`src/rtl/core/qpht_mod.sv`:
```
// Remainder of a 64-bit hash by the slot count, four bits per cycle.
module qpht_mod #(
  parameter int unsigned AW = 11
) (
  input  logic          clk_i,
  input  logic          rst_ni,
  input  logic          start_i,
  input  logic [63:0]   dividend_i,
  input  logic [AW-1:0] divisor_i,
  output logic          done_o,
  output logic [AW-1:0] rem_o
);

  logic [63:0]   dvd_q, dvd_d;
  logic [AW-1:0] rem_q, rem_d;
  logic [3:0]    cnt_q, cnt_d;
  logic          busy_q, busy_d, done_q, done_d;
  logic [AW:0]   r;

  always_comb begin
    dvd_d  = dvd_q;
    rem_d  = rem_q;
    cnt_d  = cnt_q;
    busy_d = busy_q;
    done_d = 1'b0;
    r      = '0;
    if (start_i) begin
      dvd_d  = dividend_i;
      rem_d  = '0;
      cnt_d  = '0;
      busy_d = 1'b1;
    end else if (busy_q) begin
      for (int i = 0; i < 4; i++) begin
        r     = {rem_d, dvd_d[63]};
        dvd_d = dvd_d << 1;
        if (r >= {1'b0, divisor_i}) r = r - {1'b0, divisor_i};
        rem_d = r[AW-1:0];
      end
      cnt_d = cnt_q + 4'd1;
      if (cnt_q == 4'd15) begin
        busy_d = 1'b0;
        done_d = 1'b1;
      end
    end
  end

  always_ff @(posedge clk_i or negedge rst_ni) begin
    if (!rst_ni) begin
      busy_q <= 1'b0;
      done_q <= 1'b0;
    end else begin
      busy_q <= busy_d;
      done_q <= done_d;
    end
  end

  always_ff @(posedge clk_i) begin
    dvd_q <= dvd_d;
    rem_q <= rem_d;
    cnt_q <= cnt_d;
  end

  assign done_o = done_q;
  assign rem_o  = rem_q;

endmodule

```
`config.mk`:
```
export PLATFORM = sky130hd
export DESIGN_NAME = qpht_mod
export DESIGN_NICKNAME = d
export VERILOG_FILES = /design/src/rtl/core/qpht_mod.sv
export SDC_FILE = /design/constraint.sdc
export NUM_CORES = 1
export LEC_CHECK = 0
export ABC_AREA = 1
export BUFFER_PORTS_ARGS = -buffer_cell sky130_fd_sc_hd__buf_2
export CORE_AREA = 2 2 106 108
export DETAILED_ROUTE_END_ITERATION = 10
export DIE_AREA = 0 0 108 110
export HOLD_SLACK_MARGIN = 0.05
export PLACE_DENSITY_LB_ADDON = 0.15
export SLEW_MARGIN = 20
export SYNTH_ARGS = -nofsm -noshare
export SYNTH_HDL_FRONTEND = slang
export SYNTH_SLANG_ARGS = --single-unit
```
`constraint.sdc`:
```
create_clock -name clk_i -period 8.1 [get_ports clk_i]
set_input_delay 1.62 -clock clk_i [delete_from_list [all_inputs] [get_ports clk_i]]
set_output_delay 1.62 -clock clk_i [all_outputs]
set_load 0.01 [all_outputs]
```
==> Yosys cells after proc, flatten, opt, wreduce, memory -nomap -nowiden <==
Index checks and enable logic that the tools add are counted.
{ "word_totals": {"reg_bits": 81, "elab_cells": 34} }
{ "op_classes": {"addsub": 5, "order_cmp": 4, "eq_ne": 1, "mux": 18, "reduce_logical": 1} }
{ "ops": {"columns": ["cell", "count"], "rows": [
  ["64-bit two-way mux", 2],
  ["11-bit two-way mux", 10],
  ["12-bit by 11-bit >= comparator with 1-bit output", 4],
  ["11-bit subtractor", 4],
  ["1-bit two-way mux", 6],
  ["4-bit by 1-bit adder with 4-bit output, second input constant", 1],
  ["4-bit == test, second input constant", 1],
  ["2-bit nonzero test", 1]
]} }

==> Logic depth before layout (Yosys ltp) <==
{ "depth": {"depth_word": 14, "mapped_depth": 50} }

==> Least setup slack after synthesis <==
No wires, ideal clock.
{ "synth_timing": {"kind": "input to register", "start": "in divisor_i[0]", "end": "reg rem_q[10] (netlist: rem_o[10])", "setup_time_ns": 0.111, "arrival_ns": 7.425, "required_ns": 7.989, "slack_ns": 0.564, "path_stages": 48, "path_buffers": 2, "cell_sequence": "ha_1 -> fa_1 -> inv_1 -> nand3_1 -> nand3_1 -> nand3_2 -> nand3_4 -> buf_2 -> nand2_1 -> o21ai_0 -> inv_1 -> ha_1 -> nand2_1 -> inv_1 -> nand3_1 -> o31ai_1 -> inv_1 -> nand3_2 -> [12 not listed] -> nand2_2 -> nor2_8 -> nand2_1 -> and2_4 -> inv_1 -> ha_1 -> a21oi_1 -> o21ai_0 -> nand2_1 -> nand2_1 -> a21oi_1 -> o21bai_1 -> a21oi_1 -> nand2_2 -> nor2_8 -> nand2_1 -> nand3_2 -> nand2_2"} }
{ "synth_via": {"elab_chain_cells": 14, "word_cells_on_any_way": 18, "classes_between": "add/sub: 4; order compare: 4; mux: 10"} }
{ "synth_lines": {"columns": ["element", "line", "text"], "rows": [
  ["from (decl)", "9", "input logic [AW-1:0] divisor_i,"],
  ["11-bit subtractor or 12-bit by 11-bit >= comparator with 1-bit output (tied branches)", "36", "if (r >= {1'b0, divisor_i}) r = r - {1'b0, divisor_i};"],
  ["11-bit two-way mux", "36", null],
  ["11-bit two-way mux", "32", "end else if (busy_q) begin"],
  ["11-bit two-way mux", "27", "if (start_i) begin"],
  ["11-bit subtractor or 12-bit by 11-bit >= comparator with 1-bit output (tied branches)", "36", null],
  ["11-bit two-way mux", "36", null],
  ["11-bit two-way mux", "32", null],
  ["11-bit two-way mux", "27", null],
  ["11-bit subtractor or 12-bit by 11-bit >= comparator with 1-bit output (tied branches)", "36", null],
  ["11-bit two-way mux", "36", null],
  ["11-bit two-way mux", "32", null],
  ["11-bit two-way mux", "27", null],
  ["11-bit subtractor or 12-bit by 11-bit >= comparator with 1-bit output (tied branches)", "36", null],
  ["11-bit two-way mux (*)", "36", null],
  ["to (signal assigned)", "59", "rem_q <= rem_d;"],
  ["to (decl)", "15", "logic [AW-1:0] rem_q, rem_d;"]
]} }
Mark *: on every way between the ends. The rest lies on a longest branch, timed or not. The select of a mux whose other input is x is not followed.
A chain may end at the register's enable or synchronous reset.

==> Worst setup path in the final report <==
{ "layout_timing": {"start": "in divisor_i[9]", "end": "reg rem_q[6] (netlist: rem_o[6])"} }
{ "layout_via": {"elab_chain_cells": 14, "word_cells_on_any_way": 18, "classes_between": "add/sub: 4; order compare: 4; mux: 10"} }
{ "layout_lines": {"columns": ["element", "line"], "rows": [
  ["11-bit subtractor or 12-bit by 11-bit >= comparator with 1-bit output (tied branches)", "36"],
  ["11-bit two-way mux", "36"],
  ["11-bit two-way mux", "32"],
  ["11-bit two-way mux", "27"],
  ["11-bit subtractor or 12-bit by 11-bit >= comparator with 1-bit output (tied branches)", "36"],
  ["11-bit two-way mux", "36"],
  ["11-bit two-way mux", "32"],
  ["11-bit two-way mux", "27"],
  ["12-bit by 11-bit >= comparator with 1-bit output or 11-bit subtractor (tied branches)", "36"],
  ["11-bit two-way mux", "36"],
  ["11-bit two-way mux", "32"],
  ["11-bit two-way mux", "27"],
  ["11-bit subtractor or 12-bit by 11-bit >= comparator with 1-bit output (tied branches)", "36"],
  ["11-bit two-way mux (*)", "36"]
]} }
Marks and branches as above.

==> flow_summary.toml <==
[yosys]
muxShareOfSynthArea = 0
syn_area_per_cell_um2 = 7.51
syn_nets = 938
ys_seq_area_frac = 0.373
yosys_warnings = 0
synth_area_um2 = 6090
synth_fa_ha_area_frac = 0.106
synth_simple_gate_area_frac = 0.323
synth.distinct_cells = 47
synth_flop_cell = "edfxtp_1"
synth_cells = 811
synth_top_family_by_area = "simple AND/OR/NAND/NOR gates"
ys_ff_latch = 81
synth-compound-area-share = 0.0793
synth.area.top_cells = "edfxtp_1 32%, nand2_1 21%, ha_1 9.2%"
synth.top_cell.area_share = 0.315
synthXorXnorAreaFrac = 0.0460
async_reset_ff_frac = 0.0247
yosysTopAreaCell = "edfxtp_1"
synth_edf_count = 64

[global_route]
antenna_found_initial = 0
grt_pass1_vias = 5793
grt_pass1_wl_um = 27200
grt_overflow = 0
groute.usage.overall = 0.299
grt_max_degree = 70

[drt]
routed_via_density = 5.19
first_iter_violations = 430
wl_met1_um = 6950
drt_wl_total_um = 17300
top_layer = "met4"
postRouteAntennaNets = 0
wl_met2_um = 8860
num_vias = 5961
drtPass1Iterations = 5
wl_met3_um = 1010
wire_per_inst_um = 15.1
remaining_drc_errors = 0

[sta]
slew_violations = 0
fmax_mhz = 129
hold_violations = 0
maxSlewHeadroom = 0.348
tightest_slew_ns = 0.975
setup_tns_ns = 0
holdWs_ns = 0.495
timing.final.crit_period_ns = 7.72
skew_ns = 0.0107
min_period_over_period = 0.954
setup_violations = 0

[final_layout]
areaGrowthSynthToFinish_pct = 29.3
nNetsFinal = 1130
post-route-util = 0.736
diodes = 0
drive_above_1_share = 0.285

[floorplanning]
dieArea_um2 = 11900
core_um2 = 10700
pin_count = 90
dieHeight_um = 110
row_count = 38
start_util = 0.570
die_w_um = 108

[critical_path]
reg2reg_slack_ns = 1.39
setup.worst_path.class = "in -> reg"
slowest_delay_ns = 0.37
reg2reg_to = "rem_o[6]"
crit_path_top_delay_cell = "a31oi_2"
cp.required_ns = 8.36
worstSetupEndpointType = "flop"
setup.worst_path.start_class = "input pin"
crit_arrival_ns = 7.98
path_max_fanout = 12
critical_path.most_common_cell = "nand2_1"
worstRegToRegCells = 46
r2r-start = "dvd_q[63]"

[job]
drv_cap = 0

[clock_tree]
clkLatencyLatePin_ns = 0.36
ctsHoldBuffers = 0
clock-root-buffer = "clkbuf_8"
htree_levels = 3
cts_made_buffers = 9
cts.sinks = 81
clk_pin_slew_ns = 0.08
cts_tree = "yes"
clock_path_buffers = 2

[placement]
dpl.hpwl_um = 13300
io_buffers = 89
gp_congestion = 1.05

[worst_hold_path]
hold_start = "cnt_q[3]"
min_to = "cnt_q[3]"
hp-class = "reg -> reg"
hold_depth = 2

[run_status]
status = "finished clean"
[cell usage in the layout, fill, tap and decap left out, types with 9 or more instances in the layout]
master    count
xnor2_1       9
dfxtp_1      15
nor2_1       31
edfxtp_1     64
ha_1         38
a21oi_1      32
nand2_2      14
buf_4       111
inv_1        80
buf_2        89
o21ai_0      12
nand2_1     340
clkbuf_8      9
nand3_1      27
xor2_1       23
[kinds of logic after synthesis]
logic type / count (synthesis)
fa+ha+maj: 49
xor+xnor: 32
flops: 81
compound gates: 84
buf+inv: 110
simple gates: 455
[sequential cells by signal, summed over array words and instances, names as in the netlist]
signal and cells:
dvd_q 64, done_o 1, cnt_q 4, rem_o 11, busy_q 1
[worst max-delay path, delay by kind of cell]
kind,cells,cell delay [ns]
buf+inv,9,0.94
simple gates,22,2.27
compound gates,10,1.80
fa+ha+maj,4,1.30
[cells in the mapped netlist (3+ instances only)]
| cell | instances |
|---|---|
| a21oi_1 | 39 |
| nand2_2 | 12 |
| inv_1 | 82 |
| buf_6 | 3 |
| buf_4 | 3 |
| clkbuf_1 | 10 |
| inv_2 | 7 |
| nor2_4 | 3 |
| nand3_2 | 7 |
| dfxtp_1 | 15 |
| nor3_1 | 8 |
| buf_1 | 4 |
| edfxtp_1 | 64 |
| nand4_1 | 8 |
| o21bai_1 | 6 |
| fa_1 | 4 |
| xor2_1 | 23 |
| o21ai_0 | 19 |
| xnor2_1 | 9 |
| ha_1 | 45 |
| nand2_1 | 342 |
| nand3_1 | 30 |
| nor2_1 | 31 |
| o21ai_1 | 5 |
[what timing repair did]
action | 4_1_cts | 5_1_grt
buffers inserted | 0 | 4
setup endpoints to repair | 11 | 11
gates resized for setup | 3 | 42
cloned | 0 | 2
pin swaps | 0 | 7
endpoints found under the hold margin | 0 | 0
[worst max-delay path by stage]
stage	slack, ns	end	start
floorplan	0.56	rem_o[10]	divisor_i[0]
CTS	0.08	rem_o[9]	divisor_i[0]
global placement	-0.40	rem_o[8]	divisor_i[0]
global route	-0.03	rem_o[9]	divisor_i[3]
detailed placement	-0.49	rem_o[8]	divisor_i[0]
finish	0.38	rem_o[6]	divisor_i[9]
[stage by stage]
stage	area, µm²	setup WS (ns)	std cells
3_5_place_dp	7400	-0.489	1126
5_1_grt	7880	-0.0302	1148
6_report	7880	0.376	1148
3_3_place_gp	7400	-0.399	1126
2_1_floorplan	6090	0.564	811
4_1_cts	7630	0.0750	1142
[metal layers]
metal,vias up,track usage
met5,-,0
met4,0,0.105
met3,37,0.0470
met2,215,0.543
met1,2699,0.360
li1,3010,-
[area by class of cell]
cell class                 count  area, µm²
clock buffer                  10        128
clock inverter                 6       90.1
fill                         854       2820
inverter                      89        339
multi-input combinational    622       3590
sequential                    81       2270
tap                          140        175
timing repair buffer         200       1280
Power is not shown: default switching activity piles up to over one toggle a cycle in this logic, so the estimate is an artifact.
