File: config.mk
export PLATFORM = sky130hd
export DESIGN_NAME = qpht_mix
export DESIGN_NICKNAME = d
export VERILOG_FILES = /design/src/rtl/core/qpht_pkg.sv /design/src/rtl/core/qpht_mix.sv
export SDC_FILE = /design/constraint.sdc
export NUM_CORES = 2
export LEC_CHECK = 0
export ABC_AREA = 1
export BUFFER_PORTS_ARGS = -buffer_cell sky130_fd_sc_hd__clkbuf_2
export CAP_MARGIN = 20
export CORE_ASPECT_RATIO = 0.6
export CORE_MARGIN = 3
export CORE_UTILIZATION = 36
export CTS_CLUSTER_SIZE = 20
export DETAILED_ROUTE_END_ITERATION = 6
export SLEW_MARGIN = 30
export SYNTH_ARGS = -nofsm -noshare
export SYNTH_HDL_FRONTEND = slang
export SYNTH_SLANG_ARGS = --single-unit
File: constraint.sdc
create_clock -name clk_i -period 12.3 [get_ports clk_i]
set_input_delay 2.46 -clock clk_i [delete_from_list [all_inputs] [get_ports clk_i]]
set_output_delay 2.46 -clock clk_i [all_outputs]
set_load 0.02 [all_outputs]
File: src/rtl/core/qpht_pkg.sv
// Shared types and constants of the quadratic probe hash table.
package qpht_pkg;

  localparam logic [63:0] MixMulA  = 64'hff51afd7ed558ccd;
  localparam logic [63:0] MixMulB  = 64'hc4ceb9fe1a85ec53;
  localparam logic [63:0] HashFree = 64'h0;
  localparam logic [63:0] HashGone = 64'hffffffffffffffff;
  localparam logic [10:0] CountMax = 11'h7ff;
  localparam logic [10:0] SlotsRst = 11'd1021;

  typedef enum logic [1:0] {
    CMD_LOOKUP = 2'd0,
    CMD_INSERT = 2'd1,
    CMD_REMOVE = 2'd2,
    CMD_UNUSED = 2'd3
  } cmd_e;

  typedef enum logic [1:0] {
    ST_OK   = 2'd0,
    ST_MISS = 2'd1,
    ST_FULL = 2'd2
  } status_e;

  typedef enum logic [2:0] {
    S_CLEAR,
    S_IDLE,
    S_HASH,
    S_MOD,
    S_PROBE,
    S_ACT
  } state_e;

  typedef struct packed {
    logic hash;
    logic key;
    logic value;
  } store_we_t;

endpackage

File: src/rtl/core/qpht_mix.sv
// Murmur3 64-bit finalizer built on one shared 32x32 multiplier.
module qpht_mix (
  input  logic        clk_i,
  input  logic        rst_ni,
  input  logic        start_i,
  input  logic [63:0] key_i,
  output logic        done_o,
  output logic [63:0] hash_o
);

  logic [63:0] a_q, a_d, acc_q, acc_d, kk, pp, fin, hash_q, hash_d;
  logic [31:0] m_a, m_b;
  logic [1:0]  s_q, s_d;
  logic        phase_q, phase_d, busy_q, busy_d, done_q, done_d;

  assign kk  = phase_q ? qpht_pkg::MixMulB : qpht_pkg::MixMulA;
  assign pp  = 64'(m_a) * 64'(m_b);
  assign fin = acc_q ^ (acc_q >> 33);

  always_comb begin
    m_a     = a_q[31:0];
    m_b     = kk[31:0];
    a_d     = a_q;
    acc_d   = acc_q;
    s_d     = s_q;
    phase_d = phase_q;
    busy_d  = busy_q;
    done_d  = 1'b0;
    hash_d  = hash_q;
    if (start_i) begin
      a_d     = key_i ^ (key_i >> 33);
      s_d     = 2'd0;
      phase_d = 1'b0;
      busy_d  = 1'b1;
    end else if (busy_q) begin
      case (s_q)
        2'd0: begin
          acc_d = pp;
          s_d   = 2'd1;
        end
        2'd1: begin
          m_b   = kk[63:32];
          acc_d = acc_q + {pp[31:0], 32'h0};
          s_d   = 2'd2;
        end
        2'd2: begin
          m_a   = a_q[63:32];
          acc_d = acc_q + {pp[31:0], 32'h0};
          s_d   = 2'd3;
        end
        default: begin
          s_d = 2'd0;
          if (!phase_q) begin
            a_d     = fin;
            phase_d = 1'b1;
          end else begin
            busy_d = 1'b0;
            done_d = 1'b1;
            if (fin == qpht_pkg::HashFree) hash_d = 64'd1;
            else if (fin == qpht_pkg::HashGone) hash_d = qpht_pkg::HashGone - 64'd1;
            else hash_d = fin;
          end
        end
      endcase
    end
  end

  always_ff @(posedge clk_i or negedge rst_ni) begin
    if (!rst_ni) begin
      busy_q <= 1'b0;
      done_q <= 1'b0;
    end else begin
      busy_q <= busy_d;
      done_q <= done_d;
    end
  end

  always_ff @(posedge clk_i) begin
    a_q     <= a_d;
    acc_q   <= acc_d;
    s_q     <= s_d;
    phase_q <= phase_d;
    hash_q  <= hash_d;
  end

  assign done_o = done_q;
  assign hash_o = hash_q;

endmodule

# Yosys cells after proc, flatten, opt, wreduce, memory -nomap -nowiden
# Index checks and enable logic that the tools add are counted.
dict set report word_totals {
  regBits 197
  inputBits 67
  wordCells 50
}
dict set report op_classes {
  add_sub_neg 1
  n_mul 1
  eq_ne 5
  n_mux 22
  n_bitwise 4
  n_reduce_logical 10
}
# operator count
set ops {}
lappend ops {{two-way mux 64 bit} 5}
lappend ops {{two-way mux 32 bit} 6}
lappend ops {{one-hot mux 64 bit (2 select lines)} 1}
lappend ops {{bitwise XOR 64 x 31 -> 64 bit} 2}
lappend ops {{adder 64 bit} 1}
lappend ops {{== test 64 bit (second input constant)} 1}
lappend ops {{logical NOT 64 bit} 1}
lappend ops {{multiplier 32 x 32 -> 64 bit} 1}
lappend ops {{two-way mux 62 bit} 1}
lappend ops {{two-way mux 1 bit} 8}
lappend ops {{one-hot mux 2 bit (3 select lines)} 1}
lappend ops {{AND reduction 3 bit} 2}
lappend ops {{AND reduction 4 bit} 1}
lappend ops {{nonzero test 2 bit} 2}
lappend ops {{OR reduction 3 bit} 1}
lappend ops {{== test 2 x 1 -> 1 bit (second input constant)} 1}
lappend ops {{== test 2 bit (second input constant)} 1}
lappend ops {{logical NOT 2 bit} 1}
lappend ops {{inequality test 2 x 1 -> 1 bit (second input constant)} 1}
lappend ops {{inequality test 2 bit (second input constant)} 1}
lappend ops {{inverter 1 bit} 2}
lappend ops {{AND reduction 2 bit} 1}
lappend ops {{OR reduction 2 bit} 1}

# Logic depth before layout (Yosys ltp)
dict set report logic_depth {
  word_depth 7
  depth_mapped 47
  mapped_depth_nobuf 45
}

# Worst setup path before layout
# OpenSTA, ideal clock, no wires.
dict set report synth_timing {
  kind {input port to flip-flop}
  start {in start_i}
  end {reg acc_q[63], data pin}
  arrival_ns 10.309
  required_time_ns 12.046
  path_slack_ns 1.737
  stages 44
  path_buffers 2
  cell_sequence {nor2_4 > inv_4 > nor2_4 > inv_2 > buf_6 > buf_6 > o21ai_4 > nor2_1 > fa_1 > inv_1 > fa_1 > inv_1 > fa_1 > inv_1 > fa_1 > inv_1 > fa_1 > inv_1 > [8 not listed] > inv_1 > nand3_1 > or2_1 > nand3_1 > xor2_1 > inv_1 > ha_1 > nand2_1 > nor2_1 > inv_1 > nor2_1 > inv_1 > o21ai_0 > inv_1 > nand2_1 > nand3_1 > nand3_1 > nand2_1}
}
dict set report synth_via {
  elab_chain_cells 4
  elab_cells_between_ends 5
  classes_between {1 x add/sub; 1 x mul; 3 x mux}
}
# item line_no
set synth_lines {}
lappend synth_lines {{from (decl)} qpht_mix.sv:5} ;# input logic start_i,
lappend synth_lines {{two-way mux 32 bit} qpht_mix.sv:30} ;# if (start_i) begin
lappend synth_lines {{multiplier 32 x 32 -> 64 bit *} qpht_mix.sv:17} ;# assign pp = 64'(m_a) * 64'(m_b);
lappend synth_lines {{adder 64 bit} {qpht_mix.sv:43, qpht_mix.sv:48}}
lappend synth_lines {{one-hot mux 64 bit (2 select lines) *} qpht_mix.sv:36} ;# case (s_q)
lappend synth_lines {{to (signal assigned)} qpht_mix.sv:80} ;# acc_q <= acc_d;
lappend synth_lines {{to (decl)} qpht_mix.sv:11} ;# logic [63:0] a_q, a_d, acc_q, acc_d, kk, pp, fin, hash_q, hash_d;
# Every way passes the cells marked *; elsewhere a longest branch is shown, timed or not.
# A chain may end at the register's enable or synchronous reset.

# Worst setup path after layout
# Same ends and word-level chain as after synthesis.

==> impl_metrics.tcl <==
set metrics [dict create \
    path_class "in2reg" \
    syn_nets 5792 \
    synth_top_family_by_area "adder cells" \
    relSlewSlack_pct 34.7 \
    io_buffer_count 131 \
    die-height_um 267 \
    via_per_inst 5.16 \
    cp_common_cell "fa_1" \
    die-area_mm2 0.118 \
    synth_area_per_cell_um2 9.01 \
    fin_ws_ns 0.578 \
    yosys_warnings 0 \
    finalMaxSlewViolations 0 \
    synth_cell_type_count 39 \
    placed_area_mm2 0.0441 \
    ys_seq_area_share_pct 14.4 \
    area_delta_synth_final_pct 10.1 \
    dp_hpwl_um 140000 \
    grt_pass1_vias 31600 \
    finalSetupViolCount 0 \
    synth_edf_count 192 \
    synthFlopType "edfxtp_1" \
    clkLatencyLatePin_ns 0.51 \
    track_usage_pct 26.9 \
    cp.arrival_ns 11.99 \
    place.gp.congestion 1.11 \
    drt_wl_total_um 156000 \
    synth_mux_area_share_pct 0 \
    nNetsFinal 6004 \
    r2r_setup_slack_ns 1.92 \
    synthAdderAreaFrac_pct 52.6 \
    synth_most_common_cell "inv_1" \
    top_level_ports 132 \
    synth_compound_area_share_pct 4.88 \
    async_flop_share_pct 1.02 \
    cts-htree-levels 4 \
    finalHoldViolCount 0 \
    synth_common_cells "inv_1 (1172), fa_1 (862), nand2_1 (625), nor2_1 (511), ha_1 (335)" \
    post_cts.repair.setup_buffers 0 \
    dieWidth_um 441 \
    cts_tree "yes" \
    synth.area.top_cells "fa_1 (42%), edfxtp_1 (14%), inv_1 (11%)" \
    synth_top_area_cell "fa_1" \
    synth_xor_xnor_area_share_pct 2.19 \
    post-route-util_pct 40.5 \
    grt.overflow.total 0 \
    drtIter0Drc 4299 \
    cp-start-kind "primary input" \
    synth-simple-area-share_pct 13.8 \
    wl_per_cell_um 25.0 \
    cts_hold_buf 0 \
    drive_above_1_share_pct 8.81 \
    antenna_cells 0 \
    max_freq_mhz 85.3 \
    fin_skew_ns 0.0195 \
    coreArea_mm2 0.111 \
    netlist.area_leader.share_pct 42.3 \
    core.rowCount 94 \
    crit_path_max_incr_delay_ns 0.57 \
    clk_pin_slew_worst_paths_ns 0.07 \
    num_vias 32100 \
    grt_pass1_wl_um 226000 \
    clock-sinks 197 \
    crit_required_ns 12.56 \
    rsz0062_at_grt "false" \
    grt_max_degree 96 \
    cts_max_path_buffers 3 \
    maxCapViolations 0 \
    fin_tns_setup_ns 0 \
    pre_cts_ws_ns 0.261 \
    cts_resized 0 \
    antenna_found_initial 3 \
    min_period_ns 11.72 \
    cp_max_fo 11 \
    synth-seq-cells 197 \
    drc 0 \
    syn-instance-count 4528 \
    numCtsBuffers 25 \
    start_util_pct 36.7 \
    min_path_type "reg2reg" \
    synth_area_mm2 0.0408 \
    status "finished clean" \
    setup.worst_path.end_class "flip-flop" \
    worstMarginPinSlew_ns 0.976 \
    first_pass_iters 6 \
    drtAntennaViolNets 0 \
    fin_area_mm2 0.0449 \
    cp_slowest_cell "fa_1" \
    clock-root-buffer "clkbuf_16" \
    post-route-period-util_pct 95.3 \
]
-- final cells by class --
| type | instances | area, um^2 |
|---|---|---|
| fillers | 11300 | 66100 |
| multi-input cells | 3020 | 30000 |
| flip-flops and latches | 197 | 5880 |
| inverters | 1197 | 4500 |
| repair buffers | 299 | 1940 |
| well taps | 1488 | 1860 |
| clock buffers | 26 | 639 |
| clock inverters | 7 | 111 |
-- worst paths after layout --
path	depth (start not counted)	startpoint	to
max	41	start_i	acc_q[63]$_DFFE_PP_
min	0	acc_q[31]$_DFFE_PP_	hash_o[31]$_SDFFCE_PN0P_
max reg2reg	44	s_q[1]$_SDFFE_PP0P_	acc_q[63]$_DFFE_PP_
min reg2reg	0	acc_q[31]$_DFFE_PP_	hash_o[31]$_SDFFCE_PN0P_
max in group asynchronous	1	rst_ni	done_o$_DFF_PN0_
min in group asynchronous	1	rst_ni	busy_q$_DFF_PN0_
-- layer usage --
layer / wire length, um / part of all wire (%) / global-route usage, % / vias to the layer above
met4: 1450 / 0.93 / 2.41 / 8
met3: 28800 / 18 / 15.7 / 96
met2: 52500 / 34 / 30.4 / 1984
met5: 352 / 0.23 / 2.14 / -
li1: - / - / - / 13900
met1: 72900 / 47 / 43.1 / 16100
-- critical path: cells and delay by family --
family,cells,cell delay (ns)
AOI/OAI and AO/OA,2,0.29
adders and majority gates,10,4.92
xor gates and xnor gates,1,0.31
buffers and inverters,13,1.74
and+or+nand+nor,15,2.26
-- logic make-up (layout without fill, tap and decap cells) --
family / count (synthesis) / count (layout)
fa+ha+maj: 1197 / 1197
flops: 197 / 197
buf+inv: 1311 / 1529
other cells: 1 / 1
simple gates: 1375 / 1375
compound gates: 345 / 345
xor+xnor: 102 / 102
-- registers in the layout, indices dropped and copies added, names as in the netlist --
signal,flops
a_q,64
acc_q,64
busy_q,1
done_o,1
hash_o,64
phase_q,1
s_q,2
-- per-stage QoR --
step	hold WS (ns)	std cells
after floorplan	0.502	4528
after global placement	0.493	6200
after detailed placement	0.493	6200
after CTS	0.488	6233
after global routing	0.505	6234
final	0.490	6234
-- cell usage in the layout (no fill, tap or decap), types with 32 or more instances in the layout --
cell type  synthesis  final
a21oi_1          142    141
buf_4              0    167
clkbuf_2           0    131
edfxtp_1         192    192
fa_1             862    862
ha_1             335    334
inv_1           1172   1171
nand2_1          625    625
nand3_1          109    109
nand4_1           40     40
nor2_1           511    508
o21ai_0          120    119
or2_2             34     34
xnor2_1           70     70
xor2_1            32     32
Power is not shown: default switching activity piles up to over one toggle a cycle in this logic, so the estimate is an artifact.
